**config.mk**
```make
export PLATFORM = sky130hd
export DESIGN_NAME = h264_header_syntax_parser_unit
export DESIGN_NICKNAME = d
export VERILOG_FILES = /design/src/rtl/hhsp_pkg.sv /design/src/rtl/hhsp_front.sv /design/src/rtl/hhsp_queue.sv /design/src/rtl/hhsp_back.sv /design/src/rtl/h264_header_syntax_parser_unit.sv
export VERILOG_INCLUDE_DIRS = /design/src /design/src/rtl
export SDC_FILE = /design/constraint.sdc
export NUM_CORES = 1
export LEC_CHECK = 0
export BUFFER_PORTS_ARGS = -buffer_cell sky130_fd_sc_hd__buf_2
export CAP_MARGIN = 20
export CORE_MARGIN = 3
export CORE_UTILIZATION = 50
export DETAILED_ROUTE_END_ITERATION = 12
export PLACE_DENSITY_LB_ADDON = 0.05
export SYNTH_ARGS = -nofsm -noshare
export SYNTH_HDL_FRONTEND = slang
export SYNTH_SLANG_ARGS = --single-unit
export TNS_END_PERCENT = 20
```
**constraint.sdc**
```tcl
create_clock -name clk -period 11.1 [get_ports clk]
set_clock_uncertainty 0.2 [all_clocks]
set_input_delay 0.555 -clock clk [delete_from_list [all_inputs] [get_ports clk]]
set_output_delay 0.555 -clock clk [all_outputs]
set_load 0.02 [all_outputs]
```
**src/rtl/assert_macros.svh**
```systemverilog
// ----------------------------------------------------------------------------
// Assertion macros
// Shared concurrent assertion forms for the header parser blocks.
// ----------------------------------------------------------------------------
`ifndef ASSERT_MACROS_SVH
`define ASSERT_MACROS_SVH

`ifndef SYNTH
// Check that a condition implies another in the same cycle.
`define ASSERT_IMPLY(label, clk, rst_n, a, b) \
    label: assert property (@(posedge clk) disable iff (!rst_n) (a) |-> (b)) \
        else $error("implication check failed");
// Check that a condition implies another in the next cycle.
`define ASSERT_NEXT(label, clk, rst_n, a, b) \
    label: assert property (@(posedge clk) disable iff (!rst_n) (a) |=> (b)) \
        else $error("next-cycle check failed");
`else
`define ASSERT_IMPLY(label, clk, rst_n, a, b)
`define ASSERT_NEXT(label, clk, rst_n, a, b)
`endif

`endif

```
**src/rtl/hhsp_pkg.sv**
```systemverilog
// ----------------------------------------------------------------------------
// hhsp_pkg
// Types, syntax table and codes shared by the header parser modules.
// ----------------------------------------------------------------------------
package hhsp_pkg;

    localparam int VALUE_BITS_DEF = 32;
    localparam int POS_W          = 6;
    localparam int QUEUE_DEPTH    = 2;

    // unit kinds
    localparam logic [1:0] KIND_AUD   = 2'd0;
    localparam logic [1:0] KIND_SPS   = 2'd1;
    localparam logic [1:0] KIND_PPS   = 2'd2;
    localparam logic [1:0] KIND_SLICE = 2'd3;

    // element codes
    localparam logic [4:0] K_NONE  = 5'd0;
    localparam logic [4:0] K_UE    = 5'd1;
    localparam logic [4:0] K_SE    = 5'd2;
    localparam logic [4:0] K_FRAME = 5'd3;
    localparam logic [4:0] K_GROUP = 5'd4;
    localparam logic [4:0] K_FIX   = 5'd16;

    // syntax positions
    localparam logic [POS_W-1:0] POS_AUD_TYPE    = 6'd1;
    localparam logic [POS_W-1:0] POS_PROFILE     = 6'd2;
    localparam logic [POS_W-1:0] POS_CONSTR0     = 6'd3;
    localparam logic [POS_W-1:0] POS_SPS_ID      = 6'd9;
    localparam logic [POS_W-1:0] POS_CHROMA      = 6'd10;
    localparam logic [POS_W-1:0] POS_SEP_PLANE   = 6'd11;
    localparam logic [POS_W-1:0] POS_LUMA_DEPTH  = 6'd12;
    localparam logic [POS_W-1:0] POS_SCALE_FLAG  = 6'd15;
    localparam logic [POS_W-1:0] POS_LOG2_FN     = 6'd16;
    localparam logic [POS_W-1:0] POS_POC_TYPE    = 6'd17;
    localparam logic [POS_W-1:0] POS_LOG2_POC    = 6'd18;
    localparam logic [POS_W-1:0] POS_POC_ZERO    = 6'd19;
    localparam logic [POS_W-1:0] POS_NUM_CYCLE   = 6'd22;
    localparam logic [POS_W-1:0] POS_NUM_REF     = 6'd23;
    localparam logic [POS_W-1:0] POS_FRAME_MBS   = 6'd27;
    localparam logic [POS_W-1:0] POS_PPS_ID      = 6'd28;
    localparam logic [POS_W-1:0] POS_PPS_SPS     = 6'd29;
    localparam logic [POS_W-1:0] POS_NUM_GROUPS  = 6'd32;
    localparam logic [POS_W-1:0] POS_MAP_TYPE    = 6'd33;
    localparam logic [POS_W-1:0] POS_CHANGE_DIR  = 6'd34;
    localparam logic [POS_W-1:0] POS_CHANGE_RATE = 6'd35;
    localparam logic [POS_W-1:0] POS_MAP_UNITS   = 6'd36;
    localparam logic [POS_W-1:0] POS_L0_ACTIVE   = 6'd37;
    localparam logic [POS_W-1:0] POS_REDUNDANT   = 6'd46;
    localparam logic [POS_W-1:0] POS_FIRST_MB    = 6'd47;
    localparam logic [POS_W-1:0] POS_SLICE_PPS   = 6'd49;
    localparam logic [POS_W-1:0] POS_COLOUR      = 6'd50;
    localparam logic [POS_W-1:0] POS_FRAME_NUM   = 6'd51;
    localparam logic [POS_W-1:0] P_LIST          = 6'd52;
    localparam logic [POS_W-1:0] P_DELTA         = 6'd53;
    localparam logic [POS_W-1:0] P_REFOFS        = 6'd54;
    localparam logic [POS_W-1:0] P_RUN           = 6'd55;
    localparam logic [POS_W-1:0] P_TLEFT         = 6'd56;
    localparam logic [POS_W-1:0] P_BRIGHT        = 6'd57;
    localparam logic [POS_W-1:0] P_GROUP         = 6'd58;
    localparam logic [POS_W-1:0] P_DONE          = 6'd59;

    localparam logic [5:0] FIELD_SLICE_PPS = 6'(POS_SLICE_PPS - 6'd1);

    // one queued request: a payload byte and how to treat it
    typedef struct packed {
        logic [1:0] op;
        logic [7:0] data;
        logic       last;
        logic       drop;
    } hhsp_entry_t;

    function automatic logic [4:0] elem_code(input logic [POS_W-1:0] pos);
        logic [4:0] c;
        case (pos)
            6'd1:                                 c = K_FIX + 5'd3;
            6'd2, 6'd8:                           c = K_FIX + 5'd8;
            6'd7:                                 c = K_FIX + 5'd4;
            6'd40, 6'd50:                         c = K_FIX + 5'd2;
            6'd3, 6'd4, 6'd5, 6'd6, 6'd11, 6'd14, 6'd15, 6'd19, 6'd24, 6'd27,
            6'd30, 6'd31, 6'd34, 6'd39, 6'd44, 6'd45, 6'd46, 6'd52:
                                                  c = K_FIX + 5'd1;
            6'd9, 6'd10, 6'd12, 6'd13, 6'd16, 6'd17, 6'd18, 6'd22, 6'd23,
            6'd25, 6'd26, 6'd28, 6'd29, 6'd32, 6'd33, 6'd35, 6'd36, 6'd37,
            6'd38, 6'd47, 6'd48, 6'd49, 6'd55, 6'd56, 6'd57:
                                                  c = K_UE;
            6'd20, 6'd21, 6'd41, 6'd42, 6'd43, 6'd53, 6'd54:
                                                  c = K_SE;
            6'd51:                                c = K_FRAME;
            6'd58:                                c = K_GROUP;
            default:                              c = K_NONE;
        endcase
        return c;
    endfunction

    function automatic logic [5:0] fixed_bits(input logic [4:0] code);
        return (code >= K_FIX) ? {1'b0, code - K_FIX} : 6'd0;
    endfunction

    function automatic logic [POS_W-1:0] start_pos(input logic [1:0] kind);
        logic [POS_W-1:0] p;
        case (kind)
            KIND_AUD:   p = POS_AUD_TYPE;
            KIND_SPS:   p = POS_PROFILE;
            KIND_PPS:   p = POS_PPS_ID;
            KIND_SLICE: p = POS_FIRST_MB;
            default:    p = POS_AUD_TYPE;
        endcase
        return p;
    endfunction

endpackage

```
**src/rtl/hhsp_front.sv**
```systemverilog
// ----------------------------------------------------------------------------
// hhsp_front
// Accepts payload bytes and marks emulation-prevention bytes for dropping.
// ----------------------------------------------------------------------------
module hhsp_front
    import hhsp_pkg::*;
(
    input  logic        clk,
    input  logic        rst_n,
    input  logic        in_valid,
    output logic        in_stall,
    input  logic [1:0]  op,
    input  logic [7:0]  data_byte,
    input  logic        last_byte,
    input  logic        q_full,
    output logic        q_push,
    output hhsp_entry_t q_entry
);

    logic [1:0] zero_run_reg;
    logic [1:0] zero_run_next;
    logic       is_epb;

    assign in_stall = q_full;
    assign q_push   = in_valid && !q_full;
    assign is_epb   = (zero_run_reg == 2'd2) && (data_byte == 8'h03);

    assign q_entry.op   = op;
    assign q_entry.data = data_byte;
    assign q_entry.last = last_byte;
    assign q_entry.drop = is_epb;

    always_comb
    begin
        if (is_epb)
        begin
            zero_run_next = 2'd0;
        end
        else if (data_byte == 8'h00)
        begin
            zero_run_next = (zero_run_reg == 2'd2) ? 2'd2 : zero_run_reg + 2'd1;
        end
        else
        begin
            zero_run_next = 2'd0;
        end
        // restart the run at each unit boundary
        if (last_byte)
        begin
            zero_run_next = 2'd0;
        end
    end

    always_ff @(posedge clk or negedge rst_n)
    begin
        if (!rst_n)
        begin
            zero_run_reg <= 2'd0;
        end
        else if (q_push)
        begin
            zero_run_reg <= zero_run_next;
        end
    end

endmodule

```
**src/rtl/hhsp_queue.sv**
```systemverilog
// ----------------------------------------------------------------------------
// hhsp_queue
// Short request queue between the byte front end and the bit parser.
// ----------------------------------------------------------------------------
`include "assert_macros.svh"

module hhsp_queue
    import hhsp_pkg::*;
(
    input  logic        clk,
    input  logic        rst_n,
    input  logic        push,
    input  hhsp_entry_t push_entry,
    output logic        full,
    input  logic        pop,
    output logic        valid,
    output hhsp_entry_t head
);

    localparam int PTR_W = (QUEUE_DEPTH > 1) ? $clog2(QUEUE_DEPTH) : 1;
    localparam int CNT_W = $clog2(QUEUE_DEPTH + 1);

    hhsp_entry_t            slot_reg [QUEUE_DEPTH];
    logic [PTR_W-1:0]       wr_ptr_reg;
    logic [PTR_W-1:0]       rd_ptr_reg;
    logic [CNT_W-1:0]       count_reg;

    assign full  = (count_reg == CNT_W'(QUEUE_DEPTH));
    assign valid = (count_reg != '0);
    assign head  = slot_reg[rd_ptr_reg];

    function automatic logic [PTR_W-1:0] bump(input logic [PTR_W-1:0] p);
        return (p == PTR_W'(QUEUE_DEPTH - 1)) ? '0 : p + PTR_W'(1);
    endfunction

    always_ff @(posedge clk)
    begin
        if (push)
        begin
            slot_reg[wr_ptr_reg] <= push_entry;
        end
    end

    always_ff @(posedge clk or negedge rst_n)
    begin
        if (!rst_n)
        begin
            wr_ptr_reg <= '0;
            rd_ptr_reg <= '0;
            count_reg  <= '0;
        end
        else
        begin
            if (push)
            begin
                wr_ptr_reg <= bump(wr_ptr_reg);
            end
            if (pop)
            begin
                rd_ptr_reg <= bump(rd_ptr_reg);
            end
            if (push && !pop)
            begin
                count_reg <= count_reg + CNT_W'(1);
            end
            else if (pop && !push)
            begin
                count_reg <= count_reg - CNT_W'(1);
            end
        end
    end

    `ASSERT_IMPLY(a_no_overflow, clk, rst_n, push, !full)
    `ASSERT_IMPLY(a_no_underflow, clk, rst_n, pop, valid)

endmodule

```
**src/rtl/hhsp_back.sv**
```systemverilog
// ----------------------------------------------------------------------------
// hhsp_back
// Bit-serial syntax parser with result hold stage and output register.
// ----------------------------------------------------------------------------
`include "assert_macros.svh"

module hhsp_back
    import hhsp_pkg::*;
#(
    parameter int VALUE_BITS = VALUE_BITS_DEF
)
(
    input  logic        clk,
    input  logic        rst_n,
    input  logic        q_valid,
    input  hhsp_entry_t q_entry,
    output logic        q_pop,
    output logic        out_valid,
    input  logic        out_stall,
    output logic [5:0]  field_id,
    output logic [31:0] field_value,
    output logic        bad_reference,
    output logic        code_error,
    output logic        last_in_item
);

    localparam logic [31:0] SAT_UE = 32'((64'd1 << VALUE_BITS) - 64'd1);
    localparam logic [31:0] SAT_SE = 32'((64'd1 << (VALUE_BITS - 1)) - 64'd1);
    localparam logic [5:0]  VB6    = 6'(VALUE_BITS);
    localparam logic [8:0]  VB9    = 9'(VALUE_BITS);

    // parser state
    logic [POS_W-1:0] pos_reg,  pos_next;
    logic [5:0]       pz_reg,   pz_next;
    logic [31:0]      acc_reg,  acc_next;
    logic [5:0]       bl_reg,   bl_next;
    logic [3:0]       list_reg, list_next;
    logic [6:0]       ent_reg,  ent_next;
    logic [7:0]       ls_reg,   ls_next;
    logic [31:0]      loop_reg, loop_next;
    logic [7:0]       flags_reg, flags_next;
    logic [15:0]      pd_sps_id_reg, pd_sps_id_next;
    logic [7:0]       pd_log2_reg, pd_log2_next;
    logic             pd_sep_reg, pd_sep_next;
    logic [15:0]      pd_pps_id_reg, pd_pps_id_next;
    logic [15:0]      pd_pps_sps_reg, pd_pps_sps_next;
    logic [15:0]      ac_sps_id_reg, ac_sps_id_next;
    logic [7:0]       ac_log2_reg, ac_log2_next;
    logic             ac_sep_reg, ac_sep_next;
    logic [15:0]      ac_pps_id_reg, ac_pps_id_next;
    logic [15:0]      ac_pps_sps_reg, ac_pps_sps_next;

    // sequencing, hold stage and output
    logic [2:0]  bit_reg, bit_next;
    logic        flush_reg, flush_next;
    logic        held_valid_reg, held_valid_next;
    logic [5:0]  held_id_reg, held_id_next;
    logic [31:0] held_value_reg, held_value_next;
    logic        held_bad_reg, held_bad_next;
    logic        held_err_reg, held_err_next;
    logic        out_valid_reg, out_valid_next;
    logic [5:0]  id_reg, id_next;
    logic [31:0] value_reg, value_next;
    logic        bad_reg, bad_next;
    logic        err_reg, err_next;
    logic        last_reg, last_next;
    logic        state_we;

    // per-bit datapath
    logic [POS_W-1:0] pos_e;
    logic [7:0]       flags_e;
    logic [5:0]       pz_e;
    logic [31:0]      acc_e;
    logic [5:0]       bl_e;
    logic [4:0]       code;
    logic             b;
    logic             fin;
    logic [31:0]      val;
    logic             err;
    logic [31:0]      acc_src;
    logic [32:0]      m;
    logic [31:0]      h;
    logic [5:0]       s_len;
    logic [POS_W-1:0] nx;
    logic             bad;
    logic             res_v;
    logic [7:0]       ns;
    logic [6:0]       ent_inc;
    logic [3:0]       list_inc;
    logic [POS_W-1:0] list_nx;
    logic [4:0]       nx_code;
    logic [8:0]       fw;
    logic [15:0]      v16;
    logic [7:0]       v8;
    logic             end_of_entry;
    logic             extra;
    logic             out_free;

    assign out_valid     = out_valid_reg;
    assign field_id      = id_reg;
    assign field_value   = value_reg;
    assign bad_reference = bad_reg;
    assign code_error    = err_reg;
    assign last_in_item  = last_reg;

    assign v16 = (val[31:16] != 16'd0) ? 16'hFFFF : val[15:0];
    assign v8  = (val[31:8] != 24'd0) ? 8'hFF : val[7:0];

    always_comb
    begin
        // take the unit kind and first element on the first byte
        if (pos_reg == '0)
        begin
            pos_e   = start_pos(q_entry.op);
            flags_e = {6'd0, q_entry.op};
            pz_e    = 6'd0;
            acc_e   = 32'd0;
            bl_e    = fixed_bits(elem_code(start_pos(q_entry.op)));
        end
        else
        begin
            pos_e   = pos_reg;
            flags_e = flags_reg;
            pz_e    = pz_reg;
            acc_e   = acc_reg;
            bl_e    = bl_reg;
        end

        code = elem_code(pos_e);
        b    = q_entry.data[3'd7 - bit_reg];

        pos_next        = pos_e;
        pz_next         = pz_e;
        acc_next        = acc_e;
        bl_next         = bl_e;
        list_next       = list_reg;
        ent_next        = ent_reg;
        ls_next         = ls_reg;
        loop_next       = loop_reg;
        flags_next      = flags_e;
        pd_sps_id_next  = pd_sps_id_reg;
        pd_log2_next    = pd_log2_reg;
        pd_sep_next     = pd_sep_reg;
        pd_pps_id_next  = pd_pps_id_reg;
        pd_pps_sps_next = pd_pps_sps_reg;
        ac_sps_id_next  = ac_sps_id_reg;
        ac_log2_next    = ac_log2_reg;
        ac_sep_next     = ac_sep_reg;
        ac_pps_id_next  = ac_pps_id_reg;
        ac_pps_sps_next = ac_pps_sps_reg;

        fin     = 1'b0;
        err     = 1'b0;
        val     = 32'd0;
        acc_src = 32'd0;
        bad     = 1'b0;
        nx      = pos_e;

        // consume one bit
        if (!q_entry.drop && code != K_NONE)
        begin
            if (code != K_UE && code != K_SE)
            begin
                acc_next = {acc_e[30:0], b};
                bl_next  = bl_e - 6'd1;
                if (bl_next == 6'd0)
                begin
                    fin = 1'b1;
                    val = acc_next;
                end
            end
            else if (bl_e == 6'd0 && !b)
            begin
                pz_next = pz_e + 6'd1;
                if (pz_next == VB6)
                begin
                    fin = 1'b1;
                    err = 1'b1;
                    val = (code == K_SE) ? SAT_SE : SAT_UE;
                end
            end
            else if (bl_e == 6'd0 && pz_e != 6'd0)
            begin
                bl_next = pz_e;
            end
            else
            begin
                if (bl_e != 6'd0)
                begin
                    acc_next = {acc_e[30:0], b};
                    bl_next  = bl_e - 6'd1;
                    acc_src  = acc_next;
                end
                if (bl_next == 6'd0)
                begin
                    fin = 1'b1;
                end
            end
        end

        m = (33'd1 << pz_e) | {1'b0, acc_src};
        h = m[32:1];
        if (fin && !err)
        begin
            if (code == K_SE)
            begin
                val = m[0] ? (32'd0 - h) : h;
            end
            else if (code == K_UE)
            begin
                val = 32'(m - 33'd1);
            end
        end
        if (err)
        begin
            s_len = VB6;
        end
        else
        begin
            s_len = (acc_src == 32'd0) ? pz_e : pz_e + 6'd1;
        end

        // scaling list stepping
        list_inc = list_reg + 4'd1;
        list_nx  = (list_inc < (flags_e[3] ? 4'd12 : 4'd8)) ? P_LIST : POS_LOG2_FN;
        ns       = ls_reg + val[7:0];
        ent_inc  = ent_reg + 7'd1;

        // pick the next element
        if (fin)
        begin
            case (pos_e)
                POS_AUD_TYPE, POS_FRAME_MBS, POS_REDUNDANT, POS_FRAME_NUM:
                begin
                    nx = P_DONE;
                end
                POS_PROFILE:
                begin
                    if (val == 32'd100 || val == 32'd110 || val == 32'd122
                        || val == 32'd144)
                    begin
                        flags_next = flags_e | 8'd4;
                    end
                    nx = POS_CONSTR0;
                end
                POS_SPS_ID:
                begin
                    pd_sps_id_next = v16;
                    nx = flags_e[2] ? POS_CHROMA : POS_LOG2_FN;
                end
                POS_CHROMA:
                begin
                    if (val == 32'd3)
                    begin
                        flags_next = flags_e | 8'd8;
                        nx = POS_SEP_PLANE;
                    end
                    else
                    begin
                        nx = POS_LUMA_DEPTH;
                    end
                end
                POS_SEP_PLANE:
                begin
                    pd_sep_next = val[0];
                    nx = POS_LUMA_DEPTH;
                end
                POS_SCALE_FLAG:
                begin
                    if (val == 32'd0)
                    begin
                        nx = POS_LOG2_FN;
                    end
                    else
                    begin
                        list_next = 4'd0;
                        nx = P_LIST;
                    end
                end
                P_LIST:
                begin
                    if (val == 32'd0)
                    begin
                        list_next = list_inc;
                        nx = list_nx;
                    end
                    else
                    begin
                        ent_next = 7'd0;
                        ls_next  = 8'd8;
                        nx = P_DELTA;
                    end
                end
                P_DELTA:
                begin
                    if (ns != 8'd0)
                    begin
                        ls_next = ns;
                    end
                    ent_next = ent_inc;
                    if (ns == 8'd0 || ent_inc >= ((list_reg < 4'd6) ? 7'd16 : 7'd64))
                    begin
                        list_next = list_inc;
                        nx = list_nx;
                    end
                    else
                    begin
                        nx = P_DELTA;
                    end
                end
                POS_LOG2_FN:
                begin
                    pd_log2_next = v8;
                    nx = POS_POC_TYPE;
                end
                POS_POC_TYPE:
                begin
                    if (val == 32'd0)
                    begin
                        nx = POS_LOG2_POC;
                    end
                    else if (val == 32'd1)
                    begin
                        nx = POS_POC_ZERO;
                    end
                    else
                    begin
                        nx = POS_NUM_REF;
                    end
                end
                POS_LOG2_POC:
                begin
                    nx = POS_NUM_REF;
                end
                POS_NUM_CYCLE:
                begin
                    if (val == 32'd0)
                    begin
                        nx = POS_NUM_REF;
                    end
                    else
                    begin
                        loop_next = val - 32'd1;
                        nx = P_REFOFS;
                    end
                end
                P_REFOFS:
                begin
                    if (loop_reg == 32'd0)
                    begin
                        nx = POS_NUM_REF;
                    end
                    else
                    begin
                        loop_next = loop_reg - 32'd1;
                        nx = P_REFOFS;
                    end
                end
                POS_PPS_ID:
                begin
                    pd_pps_id_next = v16;
                    nx = POS_PPS_SPS;
                end
                POS_PPS_SPS:
                begin
                    pd_pps_sps_next = v16;
                    nx = pos_e + 6'd1;
                end
                POS_NUM_GROUPS:
                begin
                    flags_next = {s_len, flags_e[1:0]};
                    loop_next  = val;
                    nx = (val != 32'd0) ? POS_MAP_TYPE : POS_L0_ACTIVE;
                end
                POS_MAP_TYPE:
                begin
                    if (val == 32'd0)
                    begin
                        nx = P_RUN;
                    end
                    else if (val == 32'd2)
                    begin
                        loop_next = loop_reg - 32'd1;
                        nx = P_TLEFT;
                    end
                    else if (val >= 32'd3 && val <= 32'd5)
                    begin
                        nx = POS_CHANGE_DIR;
                    end
                    else if (val == 32'd6)
                    begin
                        nx = POS_MAP_UNITS;
                    end
                    else
                    begin
                        nx = POS_L0_ACTIVE;
                    end
                end
                POS_CHANGE_RATE:
                begin
                    nx = POS_L0_ACTIVE;
                end
                POS_MAP_UNITS:
                begin
                    loop_next = val;
                    nx = P_GROUP;
                end
                P_RUN, P_GROUP, P_BRIGHT:
                begin
                    if (loop_reg == 32'd0)
                    begin
                        nx = POS_L0_ACTIVE;
                    end
                    else
                    begin
                        loop_next = loop_reg - 32'd1;
                        nx = (pos_e == P_BRIGHT) ? P_TLEFT : pos_e;
                    end
                end
                P_TLEFT:
                begin
                    nx = P_BRIGHT;
                end
                POS_SLICE_PPS:
                begin
                    bad = (v16 != ac_pps_id_reg) || (ac_pps_sps_reg != ac_sps_id_reg);
                    nx = ac_sep_reg ? POS_COLOUR : POS_FRAME_NUM;
                end
                default:
                begin
                    nx = (pos_e < P_DONE) ? pos_e + 6'd1 : P_DONE;
                end
            endcase

            // enter the next element
            nx_code  = elem_code(nx);
            fw       = {1'b0, ac_log2_reg} + 9'd4;
            pos_next = nx;
            pz_next  = 6'd0;
            acc_next = 32'd0;
            if (nx_code >= K_FIX)
            begin
                bl_next = fixed_bits(nx_code);
            end
            else if (nx_code == K_FRAME)
            begin
                bl_next = (fw > VB9) ? VB6 : fw[5:0];
            end
            else if (nx_code == K_GROUP)
            begin
                bl_next = (flags_next[7:2] == 6'd0) ? 6'd1 : flags_next[7:2];
            end
            else
            begin
                bl_next = 6'd0;
            end
        end
        else
        begin
            nx_code = K_NONE;
            fw      = 9'd0;
        end

        res_v        = fin && (pos_e >= POS_AUD_TYPE) && (pos_e <= POS_FRAME_NUM);
        end_of_entry = q_entry.drop || (bit_reg == 3'd7);

        // commit the sets and restart at unit end
        if (q_entry.last && end_of_entry)
        begin
            if (flags_next[1:0] == KIND_SPS)
            begin
                ac_sps_id_next = pd_sps_id_next;
                ac_log2_next   = pd_log2_next;
                ac_sep_next    = pd_sep_next;
            end
            if (flags_next[1:0] == KIND_PPS)
            begin
                ac_pps_id_next  = pd_pps_id_next;
                ac_pps_sps_next = pd_pps_sps_next;
            end
            pos_next        = '0;
            pz_next         = 6'd0;
            acc_next        = 32'd0;
            bl_next         = 6'd0;
            list_next       = 4'd0;
            ent_next        = 7'd0;
            ls_next         = 8'd8;
            loop_next       = 32'd0;
            flags_next      = 8'd0;
            pd_sps_id_next  = 16'd0;
            pd_log2_next    = 8'd0;
            pd_sep_next     = 1'b0;
            pd_pps_id_next  = 16'd0;
            pd_pps_sps_next = 16'd0;
        end
    end

    // hold stage and output register
    always_comb
    begin
        out_free = !out_valid_reg || !out_stall;
        extra    = res_v && held_valid_reg;

        state_we        = 1'b0;
        q_pop           = 1'b0;
        bit_next        = bit_reg;
        flush_next      = flush_reg;
        held_valid_next = held_valid_reg;
        held_id_next    = held_id_reg;
        held_value_next = held_value_reg;
        held_bad_next   = held_bad_reg;
        held_err_next   = held_err_reg;
        out_valid_next  = out_valid_reg && out_stall;
        id_next         = id_reg;
        value_next      = value_reg;
        bad_next        = bad_reg;
        err_next        = err_reg;
        last_next       = last_reg;

        if (flush_reg)
        begin
            if (out_free)
            begin
                out_valid_next  = 1'b1;
                id_next         = held_id_reg;
                value_next      = held_value_reg;
                bad_next        = held_bad_reg;
                err_next        = held_err_reg;
                last_next       = 1'b1;
                held_valid_next = 1'b0;
                flush_next      = 1'b0;
            end
        end
        else if (q_valid && !(extra && !out_free))
        begin
            state_we = 1'b1;
            if (end_of_entry)
            begin
                q_pop    = 1'b1;
                bit_next = 3'd0;
            end
            else
            begin
                bit_next = bit_reg + 3'd1;
            end

            if (extra)
            begin
                // push the older result out, hold the new one
                out_valid_next  = 1'b1;
                id_next         = held_id_reg;
                value_next      = held_value_reg;
                bad_next        = held_bad_reg;
                err_next        = held_err_reg;
                last_next       = 1'b0;
                held_id_next    = 6'(pos_e - 6'd1);
                held_value_next = val;
                held_bad_next   = bad;
                held_err_next   = err;
                if (end_of_entry)
                begin
                    flush_next = 1'b1;
                end
            end
            else if (res_v)
            begin
                if (end_of_entry && out_free)
                begin
                    out_valid_next = 1'b1;
                    id_next        = 6'(pos_e - 6'd1);
                    value_next     = val;
                    bad_next       = bad;
                    err_next       = err;
                    last_next      = 1'b1;
                end
                else
                begin
                    held_valid_next = 1'b1;
                    held_id_next    = 6'(pos_e - 6'd1);
                    held_value_next = val;
                    held_bad_next   = bad;
                    held_err_next   = err;
                    flush_next      = end_of_entry;
                end
            end
            else if (end_of_entry && held_valid_reg)
            begin
                if (out_free)
                begin
                    out_valid_next  = 1'b1;
                    id_next         = held_id_reg;
                    value_next      = held_value_reg;
                    bad_next        = held_bad_reg;
                    err_next        = held_err_reg;
                    last_next       = 1'b1;
                    held_valid_next = 1'b0;
                end
                else
                begin
                    flush_next = 1'b1;
                end
            end
        end
    end

    always_ff @(posedge clk or negedge rst_n)
    begin
        if (!rst_n)
        begin
            pos_reg        <= '0;
            pz_reg         <= 6'd0;
            acc_reg        <= 32'd0;
            bl_reg         <= 6'd0;
            list_reg       <= 4'd0;
            ent_reg        <= 7'd0;
            ls_reg         <= 8'd8;
            loop_reg       <= 32'd0;
            flags_reg      <= 8'd0;
            pd_sps_id_reg  <= 16'd0;
            pd_log2_reg    <= 8'd0;
            pd_sep_reg     <= 1'b0;
            pd_pps_id_reg  <= 16'd0;
            pd_pps_sps_reg <= 16'd0;
            ac_sps_id_reg  <= 16'd0;
            ac_log2_reg    <= 8'd0;
            ac_sep_reg     <= 1'b0;
            ac_pps_id_reg  <= 16'd0;
            ac_pps_sps_reg <= 16'd0;
            bit_reg        <= 3'd0;
            flush_reg      <= 1'b0;
            held_valid_reg <= 1'b0;
            out_valid_reg  <= 1'b0;
        end
        else
        begin
            if (state_we)
            begin
                pos_reg        <= pos_next;
                pz_reg         <= pz_next;
                acc_reg        <= acc_next;
                bl_reg         <= bl_next;
                list_reg       <= list_next;
                ent_reg        <= ent_next;
                ls_reg         <= ls_next;
                loop_reg       <= loop_next;
                flags_reg      <= flags_next;
                pd_sps_id_reg  <= pd_sps_id_next;
                pd_log2_reg    <= pd_log2_next;
                pd_sep_reg     <= pd_sep_next;
                pd_pps_id_reg  <= pd_pps_id_next;
                pd_pps_sps_reg <= pd_pps_sps_next;
                ac_sps_id_reg  <= ac_sps_id_next;
                ac_log2_reg    <= ac_log2_next;
                ac_sep_reg     <= ac_sep_next;
                ac_pps_id_reg  <= ac_pps_id_next;
                ac_pps_sps_reg <= ac_pps_sps_next;
            end
            bit_reg        <= bit_next;
            flush_reg      <= flush_next;
            held_valid_reg <= held_valid_next;
            out_valid_reg  <= out_valid_next;
        end
    end

    always_ff @(posedge clk)
    begin
        held_id_reg    <= held_id_next;
        held_value_reg <= held_value_next;
        held_bad_reg   <= held_bad_next;
        held_err_reg   <= held_err_next;
        id_reg         <= id_next;
        value_reg      <= value_next;
        bad_reg        <= bad_next;
        err_reg        <= err_next;
        last_reg       <= last_next;
    end

    `ASSERT_IMPLY(a_flush_has_held, clk, rst_n, flush_reg, held_valid_reg)
    `ASSERT_IMPLY(a_mid_byte_entry, clk, rst_n, bit_reg != 3'd0, q_valid && !q_entry.drop)
    `ASSERT_IMPLY(a_bad_only_on_ref, clk, rst_n, out_valid_reg && bad_reg, id_reg == FIELD_SLICE_PPS)

endmodule

```
**src/rtl/h264_header_syntax_parser_unit.sv**
```systemverilog
// ----------------------------------------------------------------------------
// h264_header_syntax_parser_unit
// H.264 delimiter, sequence set, picture set and slice header field parser.
// ----------------------------------------------------------------------------
// Feed NAL payload bytes (header byte removed) tagged with the unit kind and
// mark the final byte of each unit with last_byte. Each syntax element
// outside the scaling lists and loops comes out as one result: field_id
// numbers the elements in syntax order, values of signed elements are two's
// complement. The parser works one bit per cycle while a request is queued
// and the parser is not held. A byte whose last result cannot go straight
// to the output (an earlier result of the same byte is still held, or the
// output is stalled) needs a flush step, after any output stall clears, to
// hand that result over. A result that completes while another is held and
// the output is stalled holds the parser until the output frees. A dropped
// emulation-prevention byte is popped unparsed. A two-request queue sits
// between the byte front end and the bit parser, so input is taken while
// the parser works and while a result waits at the output. Sequence and
// picture set identifiers and the frame number width commit when the unit's
// last byte has been parsed; a slice header stops after the frame number.
// ----------------------------------------------------------------------------
module h264_header_syntax_parser_unit
    import hhsp_pkg::*;
#(
    parameter int VALUE_BITS = VALUE_BITS_DEF
)
(
    input  logic        clk,
    input  logic        rst_n,
    input  logic        in_valid,
    output logic        in_stall,
    input  logic [1:0]  op,
    input  logic [7:0]  data_byte,
    input  logic        last_byte,
    output logic        out_valid,
    input  logic        out_stall,
    output logic [5:0]  field_id,
    output logic [31:0] field_value,
    output logic        bad_reference,
    output logic        code_error,
    output logic        last_in_item
);

    hhsp_entry_t push_entry;
    hhsp_entry_t head_entry;
    logic        q_push;
    logic        q_full;
    logic        q_pop;
    logic        q_valid;

    // classify bytes: drop emulation-prevention bytes, keep the unit tag
    hhsp_front u_front (
        .clk       (clk),
        .rst_n     (rst_n),
        .in_valid  (in_valid),
        .in_stall  (in_stall),
        .op        (op),
        .data_byte (data_byte),
        .last_byte (last_byte),
        .q_full    (q_full),
        .q_push    (q_push),
        .q_entry   (push_entry)
    );

    // decouple byte intake from bit parsing
    hhsp_queue u_queue (
        .clk        (clk),
        .rst_n      (rst_n),
        .push       (q_push),
        .push_entry (push_entry),
        .full       (q_full),
        .pop        (q_pop),
        .valid      (q_valid),
        .head       (head_entry)
    );

    // parse bits, emit fields, commit parameter sets
    hhsp_back #(
        .VALUE_BITS (VALUE_BITS)
    ) u_back (
        .clk           (clk),
        .rst_n         (rst_n),
        .q_valid       (q_valid),
        .q_entry       (head_entry),
        .q_pop         (q_pop),
        .out_valid     (out_valid),
        .out_stall     (out_stall),
        .field_id      (field_id),
        .field_value   (field_value),
        .bad_reference (bad_reference),
        .code_error    (code_error),
        .last_in_item  (last_in_item)
    );

endmodule

```
# Word-level counts from Yosys, hierarchy flattened
# Memories as Yosys holds them, arrays and structs flattened.
# Index checks and enable logic that the tools add are counted.
# totals
mem_bits_ro	960
n_memories	4
ram_bits	24
reg_bits	316
inputBits	15
out_inout_bits	43
# classes
bitwise	2
n_mux	223
reduce_logical	78
magnitude_cmp	12
n_eq_ne	66
n_addsub	21
n_shift	1
# mem_list
memory	words	word_bits	read_ports	rd_ports_with_merged_regs	write_ports	line	rtl
(name not given)	64	5	1	0	0	hhsp_pkg.sv:75	case (pos)
(name not given)	64	5	1	0	0	hhsp_pkg.sv:75	
(name not given)	64	5	1	0	0	hhsp_pkg.sv:75	
u_queue.slot_reg	2	12	1	0	1	hhsp_queue.sv:23	hhsp_entry_t slot_reg [QUEUE_DEPTH];
# ops
operator	count
32-bit 2-to-1 mux	39
6-bit 2-to-1 mux	53
16-bit 2-to-1 mux	10
6-bit one-hot mux with 22 select lines	1
32-bit one-hot mux with 4 select lines	1
32-bit by 7-bit equality test with 1-bit output (second input constant)	3
32-bit zero test	3
8-bit 2-to-1 mux	12
32-bit by 1-bit subtractor with 32-bit output (second input constant)	3
6-bit equality test (second input constant)	15
1-bit 2-to-1 mux	75
32-bit by 2-bit equality test with 1-bit output (second input constant)	2
6-bit by 5-bit equality test with 1-bit output (second input constant)	7
33-bit by 32-bit OR with 33-bit output	1
1-bit by 6-bit left shift with 33-bit output (first input constant)	1
32-bit by 1-bit equality test with 1-bit output (second input constant)	1
32-bit by 3-bit equality test with 1-bit output (second input constant)	1
32-bit by 8-bit equality test with 1-bit output (second input constant)	1
32-bit by 2-bit greater-or-equal comparator with 1-bit output (second input constant)	1
32-bit by 3-bit less-or-equal comparator with 1-bit output (second input constant)	1
16-bit != test	2
32-bit nonzero test	1
1-bit by 32-bit subtractor with 32-bit output (first input constant)	1
6-bit zero test	5
72 further kinds	163

# Depth between registers and ports, before layout
# Gate-level depths: netlist (run 1).
# An unclocked memory read counts as a cell.
# depth
ltp_word	38
depth_mapped	53
depth_no_buf	44

# By module
# From an unflattened synthesis (run 1), not the netlist that was laid out.
# unflattened
hier_cells	3009
area_unflattened_um2	24517.3
# modules_own_cells
mod	cells_per_inst	instances	seq_area_each_um2	area_each_um2
hhsp_back	2925	1	8139.1	23171.0
hhsp_queue	53	1	820.8	1089.8
hhsp_front	31	1	50.0	256.5

# Worst setup path before layout (run 1)
# OpenSTA, ideal clock, no wires.
# synth_timing
kind	reg-to-reg
from	register u_back.pos_reg[0]
to	register u_back.bl_reg[2]
t_arrival_ns	10.623
stages_incl_launch_ff	53
path_slack_ns	0.199
setup_ns	0.077
n_path_buf	11
path_cell_list	dfrtp_1 > nor4_4 > buf_2 > buf_2 > nand2_1 > clkbuf_1 > clkbuf_1 > buf_1 > clkbuf_1 > buf_1 > nor2_1 > or2_2 > ha_1 > inv_1 > o21ai_0 > a221oi_1 > a32oi_4 > xnor2_1 > [17 not listed] > a21oi_1 > xnor2_1 > inv_1 > and3_1 > o31ai_1 > nand3_1 > nor4b_1 > o221ai_1 > o22ai_1 > inv_1 > ha_1 > inv_1 > a21oi_1 > o221a_2 > a32oi_4 > nand3b_2 > or4_1 > a21oi_1
# synth_via
elab_chain_cells	31
elab_cells_between_ends	165
cone_classes	7 x add/sub; 7 x order compare; 42 x eq/ne; 1 x shift; 74 x mux; 1 x bitwise; 31 x reduce/logical; 2 x memory
# synth_lines
element	line	rtl
from (decl)	hhsp_back.sv:33	logic [POS_W-1:0] pos_reg, pos_next;
from (signal assigned)	hhsp_back.sv:638	pos_reg <= pos_next;
branches (longest 15 deep; another with 32-bit by 1-bit subtractor with 32-bit output)	--	
32-bit 2-to-1 mux (*)	hhsp_back.sv:203	if (fin && !err)
named net u_back.val[3]	hhsp_back.sv:78	logic [31:0] val;
branches (longest 12 deep; another with 32-bit by 2-bit greater-or-equal comparator with 1-bit output)	--	
6-bit 2-to-1 mux (*)	hhsp_back.sv:441	if (nx_code >= K_FIX)
6-bit 2-to-1 mux (*)	hhsp_back.sv:230	if (fin)
6-bit 2-to-1 mux (*)	hhsp_back.sv:468	if (q_entry.last && end_of_entry)
to (signal assigned)	hhsp_back.sv:641	bl_reg <= bl_next;
to (decl)	hhsp_back.sv:36	logic [5:0] bl_reg, bl_next;
# Mark *: on every way through the listed nets, which the timed path passes. The select of a mux whose other input is x is not followed.
# A chain may end at the register's enable or synchronous reset.

# Worst setup path in the final report (run 1)
# layout_timing
from	register u_queue.rd_ptr_reg
to	register u_back.bl_reg[4]
# layout_via
elab_chain_cells	38
elab_cells_between_ends	170
cone_classes	7 x add/sub; 7 x order compare; 44 x eq/ne; 73 x mux; 1 x bitwise; 34 x reduce/logical; 4 x memory
# layout_lines
element	line	rtl
from (decl)	hhsp_queue.sv:25	logic [PTR_W-1:0] rd_ptr_reg;
from (signal assigned)	hhsp_queue.sv:60	rd_ptr_reg <= bump(rd_ptr_reg);
memory 2 x 12 bit (*)	--	
branches (longest 21 deep; another with memory 64 x 5 bit)	--	
32-bit 2-to-1 mux (*)	hhsp_back.sv:203	
named net u_back.val[1]	hhsp_back.sv:78	
branches (longest 12 deep; another with 32-bit by 2-bit greater-or-equal comparator with 1-bit output)	--	
6-bit 2-to-1 mux (*)	hhsp_back.sv:441	
6-bit 2-to-1 mux (*)	hhsp_back.sv:230	
6-bit 2-to-1 mux (*)	hhsp_back.sv:468	
# Marked as above.

==> run_results.csv, run 1 <==
group,metric,value,unit
run_status,status,"finished, final reports clean",
drt,routed_via_density,6.79,
clocking,numCtsBuffers,39,
worst_setup_path,crit_path_max_fanout,34,
sta,hold_viol_final,0,
sta,period_minus_slack,10.40,ns
global_routing,grt_max_degree,148,
global_routing,grt_pass1_wl,145,mm
pwr,p_leak,10.8,nW
sta,final-setup-viol-count,0,
placed_design,dpl_cell_area,0.0252,mm²
worst_setup_path,crit_required,11.36,ns
sta,finalSetupTns,0,ns
drt,via_count,24500,
die,die_h,226,µm
placed_design,gp_congestion,1.05,
logic_synthesis,ys_seq_elements,339,
sta,holdWs,0.135,ns
drt,route.detailed.wl_per_inst,26.9,µm
sta,tightestPinTransition,1.13,ns
worst_setup_path,worstReg2RegStart,"u_queue.rd_ptr_reg$_DFFE_PN0P_",
logic_synthesis,synth_cell_type_count,121,
sta,fmax,96.1,MHz
logic_synthesis,syn-cell-area,0.0242,mm²
min_path,hold_end,"u_queue.wr_ptr_reg$_DFFE_PN0P_",
worst_setup_path,critPathKind,"flop to flop",
drt,drc,0,
final_layout,nNetsFinal,3023,
final_layout,drive_gt1_share,10.8,%
global_routing,grt.overflow.total,0,
sta,slew_viol_final,0,
die,die-area,0.0511,mm²
worst_setup_path,reg2reg_setup_slack,0.70,ns
global_routing,grt_pass1_vias,23000,
placed_design,io_buffers,57,
drt,totalWireLength,96.9,mm
drt,first_iter_violations,2713,
final_layout,final_cell_mix,"460 x nand2_1, 354 x o21ai_0, 231 x dfrtp_1",
worst_setup_path,arrival,10.66,ns
min_path,hold_path_depth,3,
sta,setup_ws,0.697,ns
clocking,clock_latency,0.57,ns
logic_synthesis,yosys-top-cells-area,"dfrtp_1 24%, edfxtp_1 13%, o21ai_0 7.3%",
global_routing,antenna_found_initial,1,
die,start_util,50.7,%
die,pin_count,58,
logic_synthesis,yosysTopAreaCellShare,24.1,%
die,rows,80,
drt,dr.pass1.iters,6,
clocking,clk_path_buf_depth,3,
logic_synthesis,ys_async_sr_fraction,69.0,%
min_path,hold_class,"input port to flop",
clocking,cts_tree,"done",
placed_design,dp_slack,0.437,ns
worst_setup_path,critPathMostFrequentCell,"inv_1",
worst_setup_path,cp_slowest_cell,"a32oi_4",
worst_setup_path,r2r_cells,44,
sta,slew_headroom,24.2,%
clocking,cts-root-buf,"clkbuf_16",
sta,min_period_over_period,93.7,%
logic_synthesis,mappedNetlistNets,3020,
logic_synthesis,synth-seq-area-share,37.2,%
clocking,cts.clk_slew.worst_paths,0.06,ns
logic_synthesis,synth_ff_type,"dfrtp_1",
final_layout,antenna_cells,0,
worst_setup_path,timing.rr.end,"u_back.bl_reg[4]$_DFFE_PN0P_",
pwr,power.density,378,mW/mm²
clocking,h-tree-depth,2,
drt,drtAntennaViolNets,0,
final_layout,syn_to_final_growth,10.6,%
logic_synthesis,synth_enable_flop_cells,105,
flow_run,max-cap-violations,0,
final_layout,nFillCells,4414,
worst_setup_path,slowest_delay,0.48,ns
logic_synthesis,yosys.area.top_type,"dfrtp_1",
final_layout,final_common_cell,"nand2_1",
worst_setup_path,critPathLaunchType,"flop",
sta,rsz0062_at_grt,"false",
pwr,ir_drop,0.334,mV
logic_synthesis,syn_avg_cell_area,8.19,µm²
min_path,hp-start,"in_valid",
global_routing,grt_usage,37.1,%
placed_design,dp_hpwl,70.2,mm
logic_synthesis,syn_inst,2955,
clocking,cts.sinks,339,
logic_synthesis,yosysWarnings,0,
final_layout,area.sequential,0.00901,mm²
final_layout,fin_area,0.0268,mm²
final_layout,multiInputGateArea,0.0142,mm²
die,fp.coreArea,0.0477,mm²
worst_setup_path,endpoint_kind,"flop",
die,fp.dieW,226,µm
## cells in the mapped netlist (27+ instances only)
library cell / n
nand2_1: 461
o21ai_0: 355
dfrtp_1: 233
nor2_1: 233
a21oi_1: 172
clkbuf_1: 149
edfxtp_1: 105
nand3_1: 91
nor3_1: 78
xnor2_1: 76
a31oi_1: 74
inv_1: 68
ha_1: 49
a22oi_1: 45
xor2_1: 43
or3_1: 37
o31ai_1: 36
and3_1: 35
o211ai_1: 29
and2_1: 28
o22ai_1: 28
a22o_1: 27
## routing by layer
layer  wire length [µm]  vias up  track usage (%)
li1                   -    10900                -
met1              39300    11800             50.2
met4               5130        2             17.0
met5                 13        -                0
met3               9850      316             8.48
met2              42600     1465             56.8
## stage by stage
stage	utilization [%]	power, mW	cells
after floorplan	-	6.32	2955
after global placement	52.8	8.39	3519
after detailed placement	52.8	8.43	3519
after CTS	55.9	9.85	3603
after global routing	56.1	10.6	3604
final	56.1	10.1	3604
## power by group
part | internal [mW] | switching, mW
Sequential | 1.56 | 0.221
Combinational | 2.14 | 4.81
Clock | 0.821 | 0.558
Total | 4.52 | 5.59
## worst max-delay path by stage
stage	start	end	cells after the start
finish	u_queue.rd_ptr_reg$_DFFE_PN0P_	u_back.bl_reg[4]$_DFFE_PN0P_	44
detailed placement	u_back.pos_reg[3]$_DFFE_PN0P_	u_back.bl_reg[4]$_DFFE_PN0P_	44
global route	u_queue.rd_ptr_reg$_DFFE_PN0P_	u_back.bl_reg[4]$_DFFE_PN0P_	42
CTS	u_back.pos_reg[3]$_DFFE_PN0P_	u_back.bl_reg[4]$_DFFE_PN0P_	44
floorplan	u_back.pos_reg[0]$_DFFE_PN0P_	u_back.bl_reg[2]$_DFFE_PN0P_	52
global placement	u_back.pos_reg[3]$_DFFE_PN0P_	u_back.bl_reg[2]$_DFFE_PN0P_	43
## layout make-up
cell class	count	share of cell area (%)
repair buffers	160	4.19
inverters	71	0.996
clock buffers	52	4.10
flip-flops and latches	339	33.7
clock inverters	20	1.01
well taps	615	2.87
multi-input cells	2347	53.2
## timing repair
| action | CTS | global route |
|---|---|---|
| setup buffers | 0 | 0 |
| resized for setup | 0 | 12 |
| endpoints found under the setup margin | 0 | 6 |
| endpoints found under the hold margin | 109 | 0 |
| hold buffers | 12 | 0 |
## critical path: cells and delay by family (launching register included)
kind	cells	cell delay, ns
adders and majority gates	4	1.12
DFF	1	0.45
AOI/OAI and AO/OA	18	4.19
buffers and inverters	10	1.80
and+or+nand+nor	8	1.64
xor gates and xnor gates	2	0.33
muxes	2	0.54
## logic make-up after synthesis
kind of cell / after synthesis / share of synthesized area [%]
muxes: 34 / 1.70
xor gates and xnor gates: 119 / 4.31
buffers and inverters: 269 / 4.55
and+or+nand+nor: 1128 / 22.1
AOI/OAI and AO/OA: 1015 / 27.5
adders and majority gates: 51 / 2.66
DFF: 339 / 37.2
Note: power is estimated with default switching activity, not from simulation.
==> inputs of run 2 (changes only) <==
--- a/config.mk
+++ b/config.mk
@@ -11,6 +11,7 @@
 export CORE_MARGIN = 3
 export CORE_UTILIZATION = 50
 export DETAILED_ROUTE_END_ITERATION = 12
+export GPL_ROUTABILITY_DRIVEN = 0
 export PLACE_DENSITY_LB_ADDON = 0.05
 export SYNTH_ARGS = -nofsm -noshare
 export SYNTH_HDL_FRONTEND = slang
==> constraint.sdc (replaced) <==
create_clock -name clk -period 10.3 [get_ports clk]
set_clock_uncertainty 0.2 [all_clocks]
set_input_delay 0.515 -clock clk [delete_from_list [all_inputs] [get_ports clk]]
set_output_delay 0.515 -clock clk [all_outputs]
set_load 0.02 [all_outputs]
==> run_results.csv, run 2 (synthesis gave the netlist of run 1 again) <==
group,metric,value,unit
run_status,status,"finished, final reports clean",
pwr,p_int,4.96,mW
pwr,p_sw_share,54.5,%
final_layout,fin_area,0.0270,mm²
sta,final-setup-viol-count,0,
worst_setup_path,critPathKind,"flop to flop",
die,fp.dieW,226,µm
worst_setup_path,crit_required,10.59,ns
pwr,combPwrFrac,68.0,%
worst_setup_path,crit_path_max_fanout,17,
die,rows,80,
worst_setup_path,cp_slowest_cell,"o31ai_1",
sta,fmax,101,MHz
clocking,clk_path_buf_depth,3,
pwr,p_sw,5.93,mW
pwr,finalPower,10.9,mW
drt,via_count,24800,
clocking,cts_tree,"done",
placed_design,io_buffers,57,
drt,route.detailed.wl_per_inst,25.1,µm
sta,tightestPinTransition,1.10,ns
placed_design,dpl_cell_area,0.0253,mm²
drt,drc,0,
flow_run,max-cap-violations,0,
global_routing,grt_max_degree,152,
global_routing,antenna_found_initial,2,
pwr,power.density,403,mW/mm²
final_layout,syn_to_final_growth,11.6,%
pwr,sequentialPowerShare,17.4,%
drt,dr.pass1.iters,12,
die,die_h,226,µm
final_layout,final_cells,3617,
placed_design,dp_hpwl,63.9,mm
final_layout,drive_gt1_share,11.7,%
final_layout,antenna_cells,0,
sta,hold_viol_final,0,
global_routing,grt_pass1_vias,23500,
sta,rsz0062_at_grt,"false",
die,start_util,50.7,%
clocking,clock_latency,0.61,ns
global_routing,grt_pass1_wl,139,mm
drt,first_iter_violations,4136,
sta,slew_headroom,26.6,%
sta,slew_viol_final,0,
worst_setup_path,endpoint_kind,"flop",
sta,period_minus_slack,9.87,ns
final_layout,final_cell_mix,"458 x nand2_1, 354 x o21ai_0, 232 x dfrtp_1",
worst_setup_path,critPathMostFrequentCell,"inv_1",
die,fp.coreArea,0.0477,mm²
worst_setup_path,slowest_delay,0.69,ns
global_routing,grt.overflow.total,0,
final_layout,final_common_cell,"nand2_1",
clocking,cts-root-buf,"clkbuf_16",
die,die-area,0.0511,mm²
worst_setup_path,arrival,10.16,ns
die,pin_count,58,
drt,routed_via_density,6.85,
pwr,ir_drop,0.342,mV
sta,finalSetupTns,0,ns
pwr,p_leak,10.9,nW
drt,drtAntennaViolNets,0,
sta,min_period_over_period,95.8,%
clocking,cts.clk_slew.worst_paths,0.06,ns
clocking,h-tree-depth,2,
pwr,power_frac_clock,14.6,%
worst_setup_path,critPathLaunchType,"flop",
drt,totalWireLength,90.8,mm
clocking,cts.sinks,339,
final_layout,nNetsFinal,3034,
global_routing,grt_usage,34.9,%
placed_design,place_inst,3523,
min_path,hold_class,"input port to flop",
clocking,numCtsBuffers,42,
## run 2: cell types whose count changed in the layout (fill, tap and decap cells not counted), moves of 2 or more
cell and change:
ha_1 -3, buf_4 +7, clkinv_2 +6, clkbuf_1 -6, bufinv_16 +2, ha_2 +3, nand2_1 -2, clkinvlp_4 +6
clkinv_4 -4, inv_1 -2
## run 2: path summary, 6_finish.rpt
path / start / endpoint / slack, ns / cells after the start
min in group asynchronous: rst_n / u_back.acc_reg[26]$_DFFE_PN0P_ / 0.25 / 2
max in group asynchronous: rst_n / u_back.pd_pps_sps_reg[15]$_DFFE_PN0P_ / 8.27 / 3
hold / removal: in_valid / u_queue.wr_ptr_reg$_DFFE_PN0P_ / 0.1 / 3
setup / recovery: u_back.pos_reg[1]$_DFFE_PN0P_ / u_back.bl_reg[2]$_DFFE_PN0P_ / 0.43 / 31
setup reg to reg: u_back.pos_reg[1]$_DFFE_PN0P_ / u_back.bl_reg[2]$_DFFE_PN0P_ / 0.43 / 31
hold reg to reg: u_back.pd_sps_id_reg[2]$_DFFE_PN0P_ / u_back.pd_sps_id_reg[2]$_DFFE_PN0P_ / 0.27 / 2
## run 2: power groups by stage
| stage | clock (mW) | combinational, mW | sequential [mW] |
|---|---|---|---|
| 2_1_floorplan | 0 | 4.95 | 1.89 |
| 3_3_place_gp | 0 | 6.91 | 1.91 |
| 3_5_place_dp | 0 | 7.00 | 1.92 |
| 4_1_cts | 1.62 | 7.03 | 1.89 |
| 5_1_grt | 1.68 | 7.88 | 1.92 |
| 6_report | 1.59 | 7.41 | 1.90 |
## run 2: repair_timing
item                       in CTS  in global routing
gates resized for setup         0                 21
buffers inserted                0                  5
hold endpoints to repair      105                  0
hold buffers                   12                  0
setup endpoints to repair       0                  6
## run 2: metrics by stage
step                      hold slack (ns)  utilization [%]  worst slack (ns)
final                              0.0953             56.6             0.429
after global routing                0.111             56.6           0.00315
after CTS                          0.0727             56.3             0.207
after detailed placement            0.265             53.0             0.291
after global placement              0.256             52.9             0.583
after floorplan                    0.0194                -            0.0344
## run 2: layout make-up
class                      count  area, µm²
timing repair buffer         168       1200
sequential                   339       9010
clock inverter                31        388
tap                          615        769
clock buffer                  46       1090
fill                        4353      20700
inverter                      71        270
multi-input combinational   2347      14300
## run 2: per-layer routing
layer	share of wire (%)	wire (µm)	up-vias	GRT usage, %
li1	-	-	10900	-
met1	40	36200	11600	46.2
met2	43	39000	1720	53.3
met3	11	10100	467	9.27
met4	6.0	5420	4	17.1
met5	0.042	38	-	0
## run 2: worst max-delay path: cells and delay by family, from the launching register on
kind | cells | cell delay [ns]
muxes | 2 | 0.47
and+or+nand+nor | 11 | 3.18
adders and majority gates | 3 | 1.03
AOI/OAI and AO/OA | 10 | 3.57
buffers and inverters | 4 | 0.62
xor gates and xnor gates | 1 | 0.19
DFF | 1 | 0.49
